## config.mk

```make
export PLATFORM = sky130hd
export DESIGN_NAME = multi_reader_ring_write_admission_unit
export DESIGN_NICKNAME = d
export VERILOG_FILES = /design/src/rtl/mrrwa_pkg.sv /design/src/rtl/mrrwa_rem_unit.sv /design/src/rtl/multi_reader_ring_write_admission_unit.sv
export SDC_FILE = /design/constraint.sdc
export NUM_CORES = 1
export LEC_CHECK = 0
export BUFFER_PORTS_ARGS = -buffer_cell sky130_fd_sc_hd__buf_2
export CAP_MARGIN = 15
export CORE_ASPECT_RATIO = 1.4
export CORE_MARGIN = 2
export CORE_UTILIZATION = 23
export CTS_CLUSTER_SIZE = 14
export DETAILED_ROUTE_END_ITERATION = 8
export GPL_TIMING_DRIVEN = 1
export HOLD_SLACK_MARGIN = 0.03
export MAX_ROUTING_LAYER = met4
export PLACE_DENSITY = 0.49
export SYNTH_ARGS = -nofsm -noshare
export SYNTH_HDL_FRONTEND = slang
export SYNTH_SLANG_ARGS = --single-unit
```

## constraint.sdc

```tcl
create_clock -name i_clk -period 6.4 [get_ports i_clk]
set_clock_uncertainty 0.1 [all_clocks]
set_input_delay 1.28 -clock i_clk [delete_from_list [all_inputs] [get_ports i_clk]]
set_output_delay 1.28 -clock i_clk [all_outputs]
set_load 0.02 [all_outputs]
```

## src/rtl/mrrwa_pkg.sv

```systemverilog
// ============================================================================
// mrrwa_pkg: shared types and constants for the ring write admission unit
// Item layouts, register indexes, request codes and parameter defaults.
// ============================================================================
`default_nettype none

package mrrwa_pkg;

    // Parameter defaults
    localparam int MAX_READERS_DEF    = 16;
    localparam int GRANULE_DEF        = 8;
    localparam int RING_ADDR_BITS_DEF = 16;

    // Smallest ring the unit works with
    localparam int RING_MIN = 64;

    // Configuration port
    localparam int CFG_IDX_W  = 1;
    localparam int CFG_DATA_W = 17;

    localparam logic [CFG_IDX_W-1:0] REG_RING_SIZE   = 1'd0;
    localparam logic [CFG_IDX_W-1:0] REG_NUM_READERS = 1'd1;

    // Request codes
    localparam logic REQ_WRITE = 1'b0;
    localparam logic REQ_TAIL  = 1'b1;

    // Largest value of a 17-bit result field
    localparam logic [16:0] F17_MAX = 17'h1FFFF;

    // Input item
    typedef struct packed {
        logic        req_type;
        logic [16:0] msg_size;
        logic [3:0]  reader_index;
        logic [15:0] reader_tail;
    } t_in_item;

    // Result item
    typedef struct packed {
        logic        accepted;
        logic [15:0] write_offset;
        logic [16:0] first_part_len;
        logic [16:0] padded_size;
        logic [16:0] free_bytes;
        logic [31:0] msg_seq;
    } t_out_item;

endpackage

`default_nettype wire

```

## src/rtl/mrrwa_rem_unit.sv

```systemverilog
// ============================================================================
// mrrwa_rem_unit: bit-serial remainder unit
// Restoring division, one dividend bit per cycle; returns the remainder only.
// ============================================================================
`default_nettype none

module mrrwa_rem_unit #(
    parameter int DVW = 17,
    parameter int DSW = 17
) (
    input  wire logic           i_clk,
    input  wire logic           i_rst_n,
    input  wire logic           i_start,
    input  wire logic [DVW-1:0] i_dividend,
    input  wire logic [DSW-1:0] i_divisor,
    output logic                o_done,
    output logic [DSW-1:0]      o_rem
);

    localparam int CNTW = $clog2(DVW + 1);

    logic            r_busy;
    logic            r_done;
    logic [CNTW-1:0] r_cnt;
    logic [DSW-1:0]  r_rem;
    logic [DVW-1:0]  r_dvd;
    logic [DSW-1:0]  r_dsr;

    logic [DSW:0]    n_trial;
    logic [DSW-1:0]  n_rem;

    // Shift in the next dividend bit and subtract the divisor if it fits
    always_comb begin
        n_trial = {r_rem, r_dvd[DVW-1]};
        if (n_trial >= {1'b0, r_dsr}) begin
            n_rem = DSW'(n_trial - {1'b0, r_dsr});
        end else begin
            n_rem = n_trial[DSW-1:0];
        end
    end

    // Step control
    always_ff @(posedge i_clk) begin
        if (!i_rst_n) begin
            r_busy <= 1'b0;
            r_done <= 1'b0;
            r_cnt  <= '0;
        end else begin
            r_done <= 1'b0;
            if (i_start) begin
                r_busy <= 1'b1;
                r_cnt  <= CNTW'(DVW);
            end else if (r_busy) begin
                r_cnt <= r_cnt - CNTW'(1);
                if (r_cnt == CNTW'(1)) begin
                    r_busy <= 1'b0;
                    r_done <= 1'b1;
                end
            end
        end
    end

    // Operand and partial remainder
    always_ff @(posedge i_clk) begin
        if (i_start) begin
            r_rem <= '0;
            r_dvd <= i_dividend;
            r_dsr <= i_divisor;
        end else if (r_busy) begin
            r_rem <= n_rem;
            r_dvd <= {r_dvd[DVW-2:0], 1'b0};
        end
    end

    assign o_done = r_done;
    assign o_rem  = r_rem;

endmodule

`default_nettype wire

```

## src/rtl/multi_reader_ring_write_admission_unit.sv

```systemverilog
// ============================================================================
// multi_reader_ring_write_admission_unit: ring buffer write admission
// Pads write sizes to the granule, finds the free space from the reader
// tails kept in a small memory, admits or refuses the write, advances the
// head and counts messages. Tail updates store one reader's tail.
//
//   channel | direction | handshake                  | payload
//   --------+-----------+----------------------------+-----------------------
//   in      | in        | i_in_valid / o_in_ready    | i_in_data  (t_in_item)
//   out     | out       | o_out_valid / i_out_ready  | o_out_data (t_out_item)
//   cfg     | in        | i_cfg_we                   | i_cfg_idx, i_cfg_data
//
// One item is processed at a time. A tail update's result is set when the
// item is taken and is loaded once the output register is free. A write's
// result is loaded after the tail scan (one memory read per active reader,
// then read, distance and minimum stages) and the decision; a head beyond
// a shrunk ring first passes through the remainder unit, and a granule that
// is not a power of two adds a remainder step before the scan.
// Reset is synchronous; the tail memory reads as zero through per-entry
// valid bits, so no clearing pass is needed. A stalled result sits in the
// output register; the next item is taken once the result has moved there.
// ============================================================================
`default_nettype none

module multi_reader_ring_write_admission_unit
    import mrrwa_pkg::*;
#(
    parameter int MAX_READERS    = MAX_READERS_DEF,
    parameter int GRANULE        = GRANULE_DEF,
    parameter int RING_ADDR_BITS = RING_ADDR_BITS_DEF
) (
    input  wire logic                  i_clk,
    input  wire logic                  i_rst_n,
    input  wire logic                  i_in_valid,
    output logic                       o_in_ready,
    input  wire t_in_item              i_in_data,
    output logic                       o_out_valid,
    input  wire logic                  i_out_ready,
    output t_out_item                  o_out_data,
    input  wire logic                  i_cfg_we,
    input  wire logic [CFG_IDX_W-1:0]  i_cfg_idx,
    input  wire logic [CFG_DATA_W-1:0] i_cfg_data
);

    // Widths
    localparam int HW       = RING_ADDR_BITS;
    localparam int RW       = HW + 1;
    localparam int RING_MAX = 1 << HW;
    localparam int RING_MAX_RESET = 65536;
    localparam int AW       = (MAX_READERS > 1) ? $clog2(MAX_READERS) : 1;
    localparam int CW       = $clog2(MAX_READERS + 1);
    localparam int DW       = ((RW > 16) ? RW : 16) + 1;
    localparam int PW       = 18;
    localparam int SW       = ((PW > RW) ? PW : RW) + 1;
    localparam int DVW      = HW;
    localparam int DSW      = RW;
    localparam bit G_POW2   = (GRANULE & (GRANULE - 1)) == 0;
    localparam logic [15:0] TAIL_MASK =
        (RING_ADDR_BITS >= 16) ? 16'hFFFF : 16'((1 << RING_ADDR_BITS) - 1);

    // Reciprocal of the granule, exact for every 17-bit size
    localparam int          QS = 17 + $clog2(GRANULE);
    localparam logic [17:0] QM = 18'(((1 << QS) + GRANULE - 1) / GRANULE);

    // Sequencer states
    localparam logic [2:0] S_IDLE   = 3'd0;
    localparam logic [2:0] S_HMOD   = 3'd1;
    localparam logic [2:0] S_SIZE   = 3'd2;
    localparam logic [2:0] S_SMOD   = 3'd3;
    localparam logic [2:0] S_SCAN   = 3'd4;
    localparam logic [2:0] S_DECIDE = 3'd5;
    localparam logic [2:0] S_OUT    = 3'd6;

    function automatic logic [16:0] sat17(input logic [31:0] v);
        return (v > 32'(F17_MAX)) ? F17_MAX : v[16:0];
    endfunction

    // Control registers
    logic [2:0]             r_state;
    logic                   r_out_valid;
    logic [16:0]            r_ring_size;
    logic [4:0]             r_num_readers;
    logic [HW-1:0]          r_head;
    logic [31:0]            r_msg_cnt;
    logic [RW-1:0]          r_ring;
    logic [CW-1:0]          r_nrd;
    logic [CW-1:0]          r_issue;
    logic                   r_pend;
    logic                   r_dv;
    logic [MAX_READERS-1:0] r_tail_vld;

    // Payload registers
    t_in_item               r_in;
    t_out_item              r_res;
    t_out_item              r_out;
    logic [PW-1:0]          r_padded;
    logic [16:0]            r_quo;
    logic [RW-1:0]          r_rmh;
    logic [RW-1:0]          r_best;
    logic [RW-1:0]          r_d;
    logic [15:0]            r_rd_data;
    logic                   r_rd_vld;
    logic [15:0]            r_tail_mem [MAX_READERS];

    // Combinational
    logic                   in_acc;
    logic                   idx_ok;
    logic                   tail_we;
    logic [RW-1:0]          ring_eff;
    logic [CW-1:0]          nrd_eff;
    logic                   head_big;
    logic                   rd_en;
    logic [AW-1:0]          rd_addr;
    logic                   rem_start;
    logic [DVW-1:0]         rem_dvd;
    logic [DSW-1:0]         rem_dsr;
    logic                   rem_done;
    logic [DSW-1:0]         rem_out;
    logic [34:0]            quo_prod;
    logic [PW-1:0]          size_rem;
    logic [PW-1:0]          n_padded;
    logic [15:0]            tail_val;
    logic [DW-1:0]          d_raw;
    logic [RW-1:0]          n_d;
    logic                   fits;
    logic [SW-1:0]          to_first;
    logic [SW-1:0]          head_sum;
    logic [HW-1:0]          n_head;
    logic                   out_load;
    logic                   scan_end;

    assign o_in_ready = (r_state == S_IDLE);
    assign in_acc     = i_in_valid && o_in_ready;
    assign idx_ok     = 32'(i_in_data.reader_index) < 32'(MAX_READERS);
    assign tail_we    = in_acc && (i_in_data.req_type == REQ_TAIL) && idx_ok;

    // Clamp the configured ring size and reader count
    always_comb begin
        if (32'(r_ring_size) < 32'(RING_MIN)) begin
            ring_eff = RW'(RING_MIN);
        end else if (32'(r_ring_size) > 32'(RING_MAX)) begin
            ring_eff = RW'(RING_MAX);
        end else begin
            ring_eff = RW'(r_ring_size);
        end
        if (r_num_readers == 5'd0) begin
            nrd_eff = CW'(1);
        end else if (32'(r_num_readers) > 32'(MAX_READERS)) begin
            nrd_eff = CW'(MAX_READERS);
        end else begin
            nrd_eff = CW'(r_num_readers);
        end
    end

    assign head_big = RW'(r_head) >= ring_eff;

    // Remainder unit: head modulo a shrunk ring
    assign rem_start = in_acc && (i_in_data.req_type == REQ_WRITE) && head_big;
    assign rem_dvd   = r_head;
    assign rem_dsr   = ring_eff;

    mrrwa_rem_unit #(
        .DVW (DVW),
        .DSW (DSW)
    ) u_rem (
        .i_clk      (i_clk),
        .i_rst_n    (i_rst_n),
        .i_start    (rem_start),
        .i_dividend (rem_dvd),
        .i_divisor  (rem_dsr),
        .o_done     (rem_done),
        .o_rem      (rem_out)
    );

    // Quotient of the size by the granule through a reciprocal multiply
    assign quo_prod = {18'd0, r_in.msg_size} * {17'd0, QM};

    // Pad the size up to the granule
    always_comb begin
        if (G_POW2) begin
            size_rem = PW'(r_in.msg_size) & PW'(GRANULE - 1);
        end else begin
            size_rem = PW'(r_in.msg_size) - PW'(r_quo) * PW'(GRANULE);
        end
        if (size_rem == '0) begin
            n_padded = PW'(r_in.msg_size);
        end else begin
            n_padded = PW'(r_in.msg_size) + PW'(GRANULE) - size_rem;
        end
    end

    // Tail scan: issue one read per active reader
    assign rd_en    = (r_state == S_SCAN) && (r_issue < r_nrd);
    assign rd_addr  = r_issue[AW-1:0];
    assign scan_end = (r_state == S_SCAN) && !rd_en && !r_pend && !r_dv;

    // Forward distance from head to tail, saturated at the ring size
    always_comb begin
        tail_val = r_rd_vld ? r_rd_data : 16'd0;
        if (DW'(tail_val) > DW'(r_head)) begin
            d_raw = DW'(tail_val) - DW'(r_head);
        end else begin
            d_raw = DW'(tail_val) + DW'(r_rmh);
        end
        if (d_raw > DW'(r_ring)) begin
            n_d = r_ring;
        end else begin
            n_d = RW'(d_raw);
        end
    end

    // Admission decision and new head
    always_comb begin
        fits = (SW'(r_padded) + SW'(GRANULE)) <= SW'(r_best);
        if (SW'(r_padded) < SW'(r_rmh)) begin
            to_first = SW'(r_padded);
        end else begin
            to_first = SW'(r_rmh);
        end
        head_sum = SW'(r_head) + SW'(r_padded);
        if (head_sum >= SW'(r_ring)) begin
            n_head = HW'(head_sum - SW'(r_ring));
        end else begin
            n_head = HW'(head_sum);
        end
    end

    assign out_load = (r_state == S_OUT) && (!r_out_valid || i_out_ready);

    // Sequencer and control state
    always_ff @(posedge i_clk) begin
        if (!i_rst_n) begin
            r_state       <= S_IDLE;
            r_out_valid   <= 1'b0;
            r_ring_size   <= 17'(RING_MAX_RESET);
            r_num_readers <= 5'd1;
            r_head        <= '0;
            r_msg_cnt     <= '0;
            r_ring        <= RW'(RING_MAX);
            r_nrd         <= CW'(1);
            r_issue       <= '0;
            r_pend        <= 1'b0;
            r_dv          <= 1'b0;
            r_tail_vld    <= '0;
        end else begin
            // Configuration writes
            if (i_cfg_we) begin
                case (i_cfg_idx)
                    REG_RING_SIZE:   r_ring_size   <= i_cfg_data[16:0];
                    REG_NUM_READERS: r_num_readers <= i_cfg_data[4:0];
                    default: ;
                endcase
            end

            if (tail_we) begin
                r_tail_vld[AW'(i_in_data.reader_index)] <= 1'b1;
            end

            r_pend <= rd_en;
            r_dv   <= r_pend;
            if (rd_en) begin
                r_issue <= r_issue + CW'(1);
            end

            case (r_state)
                S_IDLE: begin
                    if (in_acc) begin
                        if (i_in_data.req_type == REQ_TAIL) begin
                            r_state <= S_OUT;
                        end else begin
                            r_ring <= ring_eff;
                            r_nrd  <= nrd_eff;
                            r_state <= head_big ? S_HMOD : S_SIZE;
                        end
                    end
                end
                S_HMOD: begin
                    // Hold the head modulo the new ring
                    if (rem_done) begin
                        r_head  <= HW'(rem_out);
                        r_state <= S_SIZE;
                    end
                end
                S_SIZE: begin
                    r_issue <= '0;
                    r_state <= G_POW2 ? S_SCAN : S_SMOD;
                end
                S_SMOD: begin
                    r_state <= S_SCAN;
                end
                S_SCAN: begin
                    if (scan_end) begin
                        r_state <= S_DECIDE;
                    end
                end
                S_DECIDE: begin
                    // Advance the head and count the message on admission
                    if (fits) begin
                        r_head    <= n_head;
                        r_msg_cnt <= r_msg_cnt + 32'd1;
                    end
                    r_state <= S_OUT;
                end
                S_OUT: begin
                    if (out_load) begin
                        r_state <= S_IDLE;
                    end
                end
                default: r_state <= S_IDLE;
            endcase

            if (out_load) begin
                r_out_valid <= 1'b1;
            end else if (i_out_ready) begin
                r_out_valid <= 1'b0;
            end
        end
    end

    // Payload path
    always_ff @(posedge i_clk) begin
        if (in_acc) begin
            r_in <= i_in_data;
        end

        // Tail update result
        if (in_acc && (i_in_data.req_type == REQ_TAIL)) begin
            r_res.accepted       <= idx_ok;
            r_res.write_offset   <= '0;
            r_res.first_part_len <= '0;
            r_res.padded_size    <= '0;
            r_res.free_bytes     <= '0;
            r_res.msg_seq        <= r_msg_cnt;
        end

        if ((r_state == S_SIZE) && G_POW2) begin
            r_padded <= n_padded;
        end
        if (r_state == S_SMOD) begin
            r_padded <= n_padded;
        end

        // Prepare the scan: space to ring end, start from a whole empty ring
        if (r_state == S_SIZE) begin
            r_rmh  <= r_ring - RW'(r_head);
            r_best <= r_ring;
            r_quo  <= 17'(quo_prod >> QS);
        end

        // Distance stage, then minimum stage
        r_d <= n_d;
        if (r_dv && (r_d < r_best)) begin
            r_best <= r_d;
        end

        // Write result
        if (r_state == S_DECIDE) begin
            r_res.accepted       <= fits;
            r_res.write_offset   <= 16'(r_head);
            r_res.first_part_len <= fits ? sat17(32'(to_first)) : 17'd0;
            r_res.padded_size    <= sat17(32'(r_padded));
            r_res.free_bytes     <= sat17(32'(r_best));
            r_res.msg_seq        <= fits ? (r_msg_cnt + 32'd1) : r_msg_cnt;
        end

        if (out_load) begin
            r_out <= r_res;
        end
    end

    // Tail memory: one write port, one registered read port
    always_ff @(posedge i_clk) begin
        if (tail_we) begin
            r_tail_mem[AW'(i_in_data.reader_index)] <= i_in_data.reader_tail & TAIL_MASK;
        end
        if (rd_en) begin
            r_rd_data <= r_tail_mem[rd_addr];
            r_rd_vld  <= r_tail_vld[rd_addr];
        end
    end

    assign o_out_valid = r_out_valid;
    assign o_out_data  = r_out;

    // Head stays inside the ring it was last fitted to
    a_head_in_ring: assert property (@(posedge i_clk) disable iff (!i_rst_n)
        (r_state == S_OUT) |-> (RW'(r_head) < r_ring))
        else $error("head offset outside ring");

    // Free space never exceeds the ring size
    a_free_le_ring: assert property (@(posedge i_clk) disable iff (!i_rst_n)
        (r_state == S_DECIDE) |-> (r_best <= r_ring))
        else $error("free space beyond ring size");

    // Message count moves only by one, only after a decision
    a_count_step: assert property (@(posedge i_clk) disable iff (!i_rst_n)
        (r_msg_cnt != $past(r_msg_cnt)) |->
            (($past(r_state) == S_DECIDE) && (r_msg_cnt == $past(r_msg_cnt) + 32'd1)))
        else $error("message count changed unexpectedly");

endmodule

`default_nettype wire

```

==> results.txt, run 1 <==
Hold Path Stages: 0
Leak: 14.99 nW
Design area: 41410 µm²
Worst skew pair latency: 0.71 ns
RSZ-0062 raised after global routing: false
Most common cell in the netlist: edfxtp_1
Area grow syn2layout: 17.97%
Pre-CTS setup slack: 0.6185 ns
VDD IR max: 198.7 µV
# setup viols final: 0
Arrival time at the worst endpoint: 6.30 ns
Worst-Margin Slew: 1.114 ns
Rows: 169
Total track usage: 13.74%
Sinks on Clock Net: 735
Primary FF master, synth: edfxtp_1
Mapped Area: 35100 µm²
Synth unique cells: 89
Initial antenna violation count: 22
Layout cells sized above 1: 17.38%
Largest net degree at the start of global routing: 74
CTS max path bufs: 3
Hold_sp: r_res[17]$_DFFE_PP_
CTS Hold Buffers Added: 0
Hold Path Class: flop to flop
CTS Root Cell: clkbuf_16
WL/cell: 20.75 µm
Multi-input logic area: 13700 µm²
Crit-path max FO: 15
Post-Synthesis Cells: 2786
Die width: 334.2 µm
Avg Cell Area, Syn: 12.60 µm²
Storage cell area: 20470 µm²
Crit-path cells: buf_4, and2_1, inv_1, fa_1, nor2b_1, maj3_1, a22o_1, a2111oi_2, o21ai_0, a21oi_1, xnor2_1, mux2_2, ha_1, nand2_1, nor4_1, buf_4, o21ai_0, a31oi_1, or4_1, o221ai_1, or3b_1, nand2_4, mux2_2
Critical Path RT: 6.88 ns
CTS Buf Count: 78
TNS Setup: 0 ns
Final core occ: 27.31%
Critical path launch point: r_rd_vld$_DFFE_PP_
Layout fillers: 15560
Worst R2R Path Depth: 23
Max-cap viol count: 0
Inst Count DP: 4893
TritonRoute pass-1 iters: 5
Setup CP Type: flop to flop
Remaining antenna violation count: 0
Starting DRT DRC Count: 1579
Tcrit/Tclk final: 90.92%
Synth area leader: edfxtp_1
Post-CTS setup buffer count: 0
Clock-pin slew on the worst setup and hold paths: 0.06 ns
Number of global-route vias before repair: 22900
YS warnings: 0
Post-route DRC: 0
Sequential fraction of the synthesis area: 58.32%
Vias: 22590
Number of synthesized flops with an enable pin: 575
Cts repair resizes: 0
H-tree depth: 3
Worst rel slew slack: 25.18%
Final min period: 5.819 ns
Slew Limit Fails: 0
CTS tree: yes
Vert. Die Dim: 466.2 µm
Core ar.: 151600 µm²
Outcome: finished, final reports clean
Upper clock frequency limit: 171.9 MHz
Post-synthesis async set-or-reset flop share: 0%
Placement-stage cell area: 38670 µm²
Pwr Total: 16.53 mW
Crit. End Element: flop
Final hold viol count: 0
DRT Wirelength: 104.9 mm
Final Non-Filler Cells: 5056
Final hold slack: 0.3111 ns
Placed wire-length estimate: 75.78 mm
Synth top area share: 49.19%
Pwr per Cell Area: 399.3 nW/µm²
Total grt overflow: 0
Starting density of the core: 23.15%
Slowest Stage Delay on Critical Path: 0.53 ns
Setup ws final: 0.5812 ns
Synth top cells by count: edfxtp_1 (575), nor2_1 (252), ha_1 (204)
Global-route wire length before repair: 152.7 mm
Register bit total from synthesis: 735
CP max stage cell: a2111oi_2
Via density: 4.469
Final nets: 3279
Worst setup SP type: flop
Die area: 155800 µm²
Top-Level Pins: 163
Worst R2R Start: r_rd_vld$_DFFE_PP_
Buffers added on ports: 162
GP Congestion: 0.9202
Area contributors post-synth: edfxtp_1 (49%), dfxtp_1 (9.1%), ha_1 (7.3%), mux4_2 (5.5%), nor2_1 (2.7%)
-- path summary, 6_finish.rpt --
path	end	slack (ns)
max reg2reg	r_d[5]$_DFF_P_	0.58
min	o_out_data[17]$_DFFE_PP_	0.31
min reg2reg	o_out_data[17]$_DFFE_PP_	0.31
max	r_d[5]$_DFF_P_	0.58
-- state kept, by name, summed over array words and instances (netlist names), 16 cells and up --
| name | cells |
|---|---|
| r_tail_mem | 256 |
| o_out_data | 100 |
| r_res | 100 |
| r_msg_cnt | 32 |
| r_padded | 18 |
| r_best | 17 |
| r_d | 17 |
| r_in | 17 |
| r_ring | 17 |
| r_ring_size | 17 |
| r_rmh | 17 |
| u_rem.o_rem | 17 |
| u_rem.r_dsr | 17 |
| r_head | 16 |
| r_rd_data | 16 |
| r_tail_vld | 16 |
| u_rem.r_dvd | 16 |
-- layout by cell type (no fill, tap or decap), types with 76 or more instances in the layout --
cell type / n
edfxtp_1: 575
nor2_1: 252
ha_1: 204
nand2_1: 185
a21oi_1: 173
inv_1: 164
buf_2: 162
dfxtp_1: 158
xnor2_1: 98
o21ai_0: 95
mux4_2: 85
clkbuf_16: 78
buf_4: 76
-- power breakdown --
part | switching [mW] | internal, mW
sequential | 0.508 | 5.84
clock | 2.07 | 2.74
combinational | 3.12 | 2.27
-- logic make-up after synthesis --
kind of cell             count (synthesis)  share of synthesized area [%]
AND/OR/NAND/NOR                        775                          10.67
XOR/XNOR                               142                          3.565
multiplexers                           155                          7.625
other                                    1                        0.01068
buffers and inverters                  266                          2.955
flip-flops                             735                          58.32
adder cells (fa/ha/maj)                213                          7.700
AO/OA/AOI/OAI                          499                          9.161
-- worst max-delay path: cells and delay by family (launching register included) --
kind            cells  cell delay (ns)
xor+xnor            1             0.13
fa+ha+maj           3             0.89
compound gates      7             1.60
flops               1             0.39
simple gates        7             1.48
mux                 2             0.66
buf+inv             3             0.42
-- metal layers --
layer / global-route usage [%] / part of all wire, % / vias to the layer above / wire (µm)
met4: 6.914 / 5.1 / 0 / 5347
met1: 15.58 / 41 / 11130 / 42500
li1: - / - / 10800 / -
met3: 2.588 / 4.9 / 173 / 5130
met2: 23.13 / 49 / 492 / 51910
met5: - / 0 / - / 0
-- final cells by class --
cell class,instances,area share (%)
antenna,18,0.1088
clock buffer,90,4.847
clock inverter,54,1.632
inverter,166,1.505
multi-input combinational,1787,33.09
sequential,735,49.45
tap,1966,5.940
timing repair buffer,240,3.433
Power figures use the tool's default switching activity.
==> run 2, diff against run 1 <==
--- a/config.mk
+++ b/config.mk
@@ -9,13 +9,13 @@
 export CAP_MARGIN = 15
 export CORE_ASPECT_RATIO = 1.4
 export CORE_MARGIN = 2
-export CORE_UTILIZATION = 23
+export CORE_UTILIZATION = 55
 export CTS_CLUSTER_SIZE = 14
 export DETAILED_ROUTE_END_ITERATION = 8
 export GPL_TIMING_DRIVEN = 1
 export HOLD_SLACK_MARGIN = 0.03
 export MAX_ROUTING_LAYER = met4
-export PLACE_DENSITY = 0.49
+export PLACE_DENSITY = 0.84
 export SYNTH_ARGS = -nofsm -noshare
 export SYNTH_HDL_FRONTEND = slang
 export SYNTH_SLANG_ARGS = --single-unit
==> constraint.sdc (replaced) <==
create_clock -name i_clk -period 6.5 [get_ports i_clk]
set_clock_uncertainty 0.1 [all_clocks]
set_input_delay 1.3 -clock i_clk [delete_from_list [all_inputs] [get_ports i_clk]]
set_output_delay 1.3 -clock i_clk [all_outputs]
set_load 0.02 [all_outputs]
==> results.txt, run 2 (synthesis gave the netlist of run 1 again) <==
Critical Path RT: 6.91 ns (was 6.88 ns)
FF-to-FF setup slack: 0.38 ns (was 0.58 ns)
Top-Level Pins: 163 (unchanged)
CP bufs+invs: 2 (was 3)
CP max stage cell: edfxtp_1 (was a2111oi_2)
Hold Path Class: flop to flop (unchanged)
Final min period: 6.122 ns (was 5.819 ns)
Leak: 14.72 nW (was 14.99 nW)
Remaining antenna violation count: 0 (unchanged)
Post-CTS setup buffer count: 0 (unchanged)
Total grt overflow: 0 (unchanged)
Post-route DRC: 0 (unchanged)
Worst R2R Start: r_rd_vld$_DFFE_PP_ (unchanged)
Starting DRT DRC Count: 2028 (was 1579)
Rows: 109 (was 169)
Max-cap viol count: 0 (unchanged)
CTS tree: yes (unchanged)
Arrival time at the worst endpoint: 6.54 ns (was 6.30 ns)
Worst setup SP type: flop (unchanged)
# setup viols final: 0 (unchanged)
Tcrit/Tclk final: 94.19% (was 90.92%)
Clock-pin slew on the worst setup and hold paths: 0.06 ns (about the same)
DRT Wirelength: 93.62 mm (was 104.9 mm)
Critical path launch point: r_rd_vld$_DFFE_PP_ (unchanged)
GP Congestion: 0.9846 (was 0.9202)
Area grow syn2layout: 12.50% (was 17.97%)
Pwr per Cell Area: 395.2 nW/µm² (was 399.3 nW/µm²)
Final nets: 3244 (was 3279)
Initial antenna violation count: 2 (was 22)
Crit-path max FO: 15 (unchanged)
H-tree depth: 3 (unchanged)
Crit. End Element: flop (unchanged)
Cts repair resizes: 0 (unchanged)
TNS Setup: 0 ns (unchanged)
Vert. Die Dim: 302.9 µm (was 466.2 µm)
RSZ-0062 raised after global routing: false (unchanged)
Most frequent cells in the layout: edfxtp_1 (575), nor2_1 (240), ha_1 (204) (was edfxtp_1 (575), nor2_1 (252), ha_1 (204))
Outcome: finished, final reports clean (unchanged)
VDD IR max: 247.2 µV (was 198.7 µV)
Met2 usage: 51.09% (was 23.13%)
Final hold viol count: 0 (unchanged)
Via density: 6.085 (was 4.469)
Buffers added on ports: 162 (unchanged)
Worst-Margin Slew: 1.157 ns (was 1.114 ns)
Worst skew pair latency: 0.63 ns (was 0.71 ns)
CTS Hold Buffers Added: 0 (unchanged)
Setup CP Type: flop to flop (unchanged)
CTS Root Cell: clkbuf_16 (unchanged)
Layout cells sized above 1: 16.44% (was 17.38%)
Max reg flops: 256 (unchanged)
Die width: 217.5 µm (was 334.2 µm)
Most used routing layer: met2 (unchanged)
Global-route wire length before repair: 139.4 mm (was 152.7 mm)
Core ar.: 63140 µm² (was 151600 µm²)
Die area: 65880 µm² (was 155800 µm²)
Total track usage: 29.52% (was 13.74%)
Reg with most FFs: r_tail_mem (unchanged)
Vias: 23480 (was 22590)
Final hold slack: 0.3121 ns (was 0.3111 ns)
Crit-path cells: buf_4, and2_1, ha_1, a21o_1, a21o_1, a21o_1, or2_1, o221a_2, o32ai_2, buf_4, mux2i_1, ha_1, nor2b_1, o21a_1, o211ai_1, a31oi_1, or4_1, o221ai_1, or3b_1, nand2_4, mux2_2 (was buf_4, and2_1, inv_1, fa_1, nor2b_1, maj3_1, a22o_1, a2111oi_2, o21ai_0, a21oi_1, xnor2_1, mux2_2, ha_1, nand2_1, nor4_1, buf_4, o21ai_0, a31oi_1, or4_1, o221ai_1, or3b_1, nand2_4, mux2_2)
CP delay by family, top: compound AO/OA/AOI/OAI gates (unchanged)
Slew Limit Fails: 0 (unchanged)
Upper clock frequency limit: 163.3 MHz (was 171.9 MHz)
Starting density of the core: 55.59% (was 23.15%)
Global routing usage on met1: 31.67% (was 15.58%)
Largest net degree at the start of global routing: 73 (was 74)
CTS max path bufs: 3 (unchanged)
Placed wire-length estimate: 66.00 mm (was 75.78 mm)
CTS Buf Count: 69 (was 78)
Worst path most repeated cell: a21o_1
Sinks on Clock Net: 735 (unchanged)
Number of global-route vias before repair: 23670 (was 22900)
Hold_sp: r_res[14]$_DFFE_PP_ (was r_res[17]$_DFFE_PP_)
Worst rel slew slack: 22.59% (was 25.18%)
Met3 Use GR: 3.880% (was 2.588%)
TritonRoute pass-1 iters: 6 (was 5)
Slowest Stage Delay on Critical Path: 0.55 ns (was 0.53 ns)
Most common cell after layout, fill and taps aside: edfxtp_1 (unchanged)
WL/cell: 24.26 µm (was 20.75 µm)
run 2: routing by layer:
layer | part of all wire [%] | vias to the layer above
met1 | 35 | 11510
li1 | - | 10680
met5 | 0 | -
met4 | 7.3 | 0
met3 | 6.2 | 297
met2 | 51 | 993
run 2: final timing paths:
kind,to,cells after the start
max,r_d[2]$_DFF_P_,21
min reg2reg,o_out_data[14]$_DFFE_PP_,0
min,o_out_data[14]$_DFFE_PP_,0
max reg2reg,r_d[2]$_DFF_P_,21
run 2: report_power, final:
| group | total, mW | switching, mW | internal, mW |
|---|---|---|---|
| Clock | 4.22 | 1.72 | 2.50 |
| Combinational | 5.11 | 2.98 | 2.13 |
| Sequential | 6.27 | 0.524 | 5.75 |
run 2: cell type report:
type	count	area [µm²]
clock buffer	95	1907
fill	4567	23660
tap	832	1041
sequential	735	20470
timing repair buffer	214	1241
clock inverter	26	445.4
multi-input combinational	1787	13740
inverter	166	623.1
antenna	4	10.01
run 2: worst reg2reg max path: stages (launching register included):
cell	delay [ns]
edfxtp_1	0.55
buf_4	0.24
and2_1	0.16
ha_1	0.32
a21o_1	0.21
a21o_1	0.18
a21o_1	0.20
or2_1	0.21
o221a_2	0.26
o32ai_2	0.26
buf_4	0.26
mux2i_1	0.30
ha_1	0.30
nor2b_1	0.14
o21a_1	0.16
o211ai_1	0.19
a31oi_1	0.15
or4_1	0.42
o221ai_1	0.27
or3b_1	0.49
nand2_4	0.25
mux2_2	0.39
run 2: stage by stage:
| step | instances | utilization [%] | worst slack (ns) | instance area, µm² | power (mW) |
|---|---|---|---|---|---|
| 2_1_floorplan | 2788 | - | 0.9812 | 35110 | 9.962 |
| 3_3_place_gp | 3732 | 58.70 | 0.5961 | 37060 | 11.22 |
| 3_5_place_dp | 3732 | 58.71 | 0.4776 | 37070 | 11.39 |
| 4_1_cts | 3853 | 62.43 | 0.4377 | 39420 | 15.61 |
| 5_1_grt | 3857 | 62.53 | 0.08134 | 39480 | 16.38 |
| 6_report | 3859 | 62.53 | 0.3778 | 39490 | 15.61 |
==> run 3, diff against run 2 <==
--- a/config.mk
+++ b/config.mk
@@ -16,6 +16,7 @@
 export HOLD_SLACK_MARGIN = 0.03
 export MAX_ROUTING_LAYER = met4
 export PLACE_DENSITY = 0.84
+export REMOVE_ABC_BUFFERS = 1
 export SYNTH_ARGS = -nofsm -noshare
 export SYNTH_HDL_FRONTEND = slang
 export SYNTH_SLANG_ARGS = --single-unit
==> results.txt, run 3 (synthesis gave the netlist of run 1 again) <==
Arrival time at the worst endpoint: 6.40 ns (was 6.54 ns)
Crit-path max FO: 15 (unchanged)
Post-CTS setup buffer count: 0 (unchanged)
Worst rel slew slack: 17.36% (was 22.59%)
Number of global-route vias before repair: 23660 (was 23670)
Crit. End Element: flop (unchanged)
H-tree depth: 3 (unchanged)
Worst setup SP type: flop (unchanged)
Area grow syn2layout: 12.09% (was 12.50%)
Placed wire-length estimate: 65.75 mm (was 66.00 mm)
Leak: 14.65 nW (was 14.72 nW)
Total track usage: 29.47% (was 29.52%)
Die area: 65880 µm² (unchanged)
CTS Buf Count: 69 (unchanged)
Max reg flops: 256 (unchanged)
Hold Path Class: flop to flop (unchanged)
Clock network power share: 26.1% (was 27.0%)
Rows: 109 (unchanged)
Final min period: 5.995 ns (was 6.122 ns)
Worst-Margin Slew: 1.240 ns (was 1.157 ns)
GP Congestion: 1.006 (was 0.9846)
Multi-input logic area: 13740 µm² (about the same)
Max-cap viol count: 0 (unchanged)
Vert. Die Dim: 302.9 µm (unchanged)
Final hold slack: 0.3151 ns (was 0.3121 ns)
Post-route DRC: 0 (unchanged)
Design area: 39340 µm² (was 39490 µm²)
Share of total power in combinational logic: 33.1% (was 32.8%)
Global-route wire length before repair: 139.7 mm (was 139.4 mm)
Storage cell area: 20470 µm² (unchanged)
Final hold viol count: 0 (unchanged)
Via density: 6.046 (was 6.085)
FF-to-FF setup slack: 0.51 ns (was 0.38 ns)
Psw: 5.283 mW (was 5.225 mW)
Placement-stage cell area: 37020 µm² (was 37070 µm²)
Top-Level Pins: 163 (unchanged)
Total grt overflow: 0 (unchanged)
Setup CP Type: flop to flop (unchanged)
Clock-pin slew on the worst setup and hold paths: 0.06 ns (about the same)
CTS tree: yes (unchanged)
Switching share of power: 34.24% (was 33.49%)
Cts repair resizes: 0 (unchanged)
Hold Path Stages: 0 (unchanged)
Most frequent cells in the layout: edfxtp_1 (575), nor2_1 (240), ha_1 (204) (unchanged)
Final core occ: 62.31% (was 62.53%)
DRT Wirelength: 93.70 mm (was 93.62 mm)
Sinks on Clock Net: 735 (unchanged)
Reg2reg end: r_d[2]$_DFF_P_ (unchanged)
TNS Setup: 0 ns (unchanged)
WL/cell: 24.31 µm (was 24.26 µm)
Final Non-Filler Cells: 3855 (was 3859)
Largest net degree at the start of global routing: 76 (was 73)
Tcrit/Tclk final: 92.22% (was 94.19%)
Core ar.: 63140 µm² (unchanged)
Reg with most FFs: r_tail_mem (unchanged)
Starting DRT DRC Count: 1776 (was 2028)
Worst R2R Start: r_rd_vld$_DFFE_PP_ (unchanged)
CTS Hold Buffers Added: 0 (unchanged)
Remaining antenna violation count: 0 (unchanged)
Starting density of the core: 55.59% (unchanged)
Hold_sp: r_res[19]$_DFFE_PP_ (was r_res[14]$_DFFE_PP_)
Buffers added on ports: 162 (unchanged)
Layout fillers: 4628 (was 4567)
Hold path endpoint: o_out_data[19]$_DFFE_PP_ (was o_out_data[14]$_DFFE_PP_)
Worst R2R Path Depth: 20 (was 21)
VDD IR max: 382.5 µV (was 247.2 µV)
Inst Count DP: 3724 (was 3732)
Upper clock frequency limit: 166.8 MHz (was 163.3 MHz)
# setup viols final: 0 (unchanged)
CTS max path bufs: 3 (unchanged)
Final nets: 3243 (was 3244)
Flop pwr share: 40.8% (was 40.2%)
Pwr per Cell Area: 392.1 nW/µm² (was 395.2 nW/µm²)
Critical Path RT: 6.90 ns (was 6.91 ns)
Layout cells sized above 1: 16.25% (was 16.44%)
Slew Limit Fails: 0 (unchanged)
Internal Pwr Total: 10.15 mW (was 10.38 mW)
RSZ-0062 raised after global routing: false (unchanged)
Worst skew pair latency: 0.63 ns (about the same)
Initial antenna violation count: 1 (was 2)
Vias: 23310 (was 23480)
CTS Root Cell: clkbuf_16 (unchanged)
Die width: 217.5 µm (unchanged)
Most common cell after layout, fill and taps aside: edfxtp_1 (unchanged)
TritonRoute pass-1 iters: 6 (unchanged)
Outcome: finished, final reports clean (unchanged)
run 3: final cells by class:
type / instances / area share, %
Sequential cell: 735 / 52.04
Multi-Input combinational cell: 1787 / 34.92
Clock buffer: 89 / 4.659
Timing Repair Buffer: 213 / 3.199
Tap cell: 832 / 2.646
Inverter: 166 / 1.584
Clock inverter: 31 / 0.9381
Antenna cell: 2 / 0.01272
run 3: layer usage:
layer | global-route usage, % | routed length [µm] | vias to the layer above
met5 | - | 0 | -
met4 | 17.58 | 6061 | 0
met3 | 4.090 | 5805 | 272
met2 | 51.37 | 48500 | 967
met1 | 31.99 | 33330 | 11390
li1 | - | - | 10680
run 3: worst max path at each step:
stage,from,slack [ns],end,cells after the start
6_report,r_rd_vld$_DFFE_PP_,0.51,r_d[2]$_DFF_P_,20
5_1_grt,r_rd_vld$_DFFE_PP_,0.19,r_d[8]$_DFF_P_,22
4_1_cts,r_rd_vld$_DFFE_PP_,0.33,r_d[2]$_DFF_P_,22
3_5_place_dp,r_rd_vld$_DFFE_PP_,0.37,r_d[1]$_DFF_P_,22
3_3_place_gp,r_rd_vld$_DFFE_PP_,0.47,r_d[2]$_DFF_P_,22
2_1_floorplan,i_out_ready,-0.03,o_out_data[0]$_DFFE_PP_,2
run 3: worst max-delay path, cell delays in order (launching register included):
cell,delay (ns)
edfxtp_1,0.55
and2_1,0.26
ha_1,0.30
nor2b_1,0.15
o21ai_0,0.29
a311oi_1,0.15
nand3b_1,0.30
o221a_2,0.32
o32ai_2,0.21
buf_4,0.24
mux2i_1,0.30
ha_1,0.30
nor2b_1,0.13
o21a_1,0.16
o211ai_1,0.17
a31oi_1,0.13
or4_1,0.41
o221ai_1,0.27
or3b_1,0.49
nand2_4,0.26
mux2_2,0.37
run 3: metrics by stage:
stage	setup slack, ns	power [mW]
3_3_place_gp	0.4729	11.22
2_1_floorplan	-0.02529	9.901
4_1_cts	0.3305	15.41
3_5_place_dp	0.3699	11.39
5_1_grt	0.1898	16.22
6_report	0.5054	15.43
run 3: power groups by stage:
stage / registers [mW] / clock network, mW / logic [mW]
after floorplan: 6.26 / 0 / 3.64
after global placement: 6.36 / 0 / 4.86
after detailed placement: 6.39 / 0 / 5.00
after CTS: 6.29 / 4.06 / 5.05
after global routing: 6.34 / 4.22 / 5.66
final: 6.30 / 4.02 / 5.11
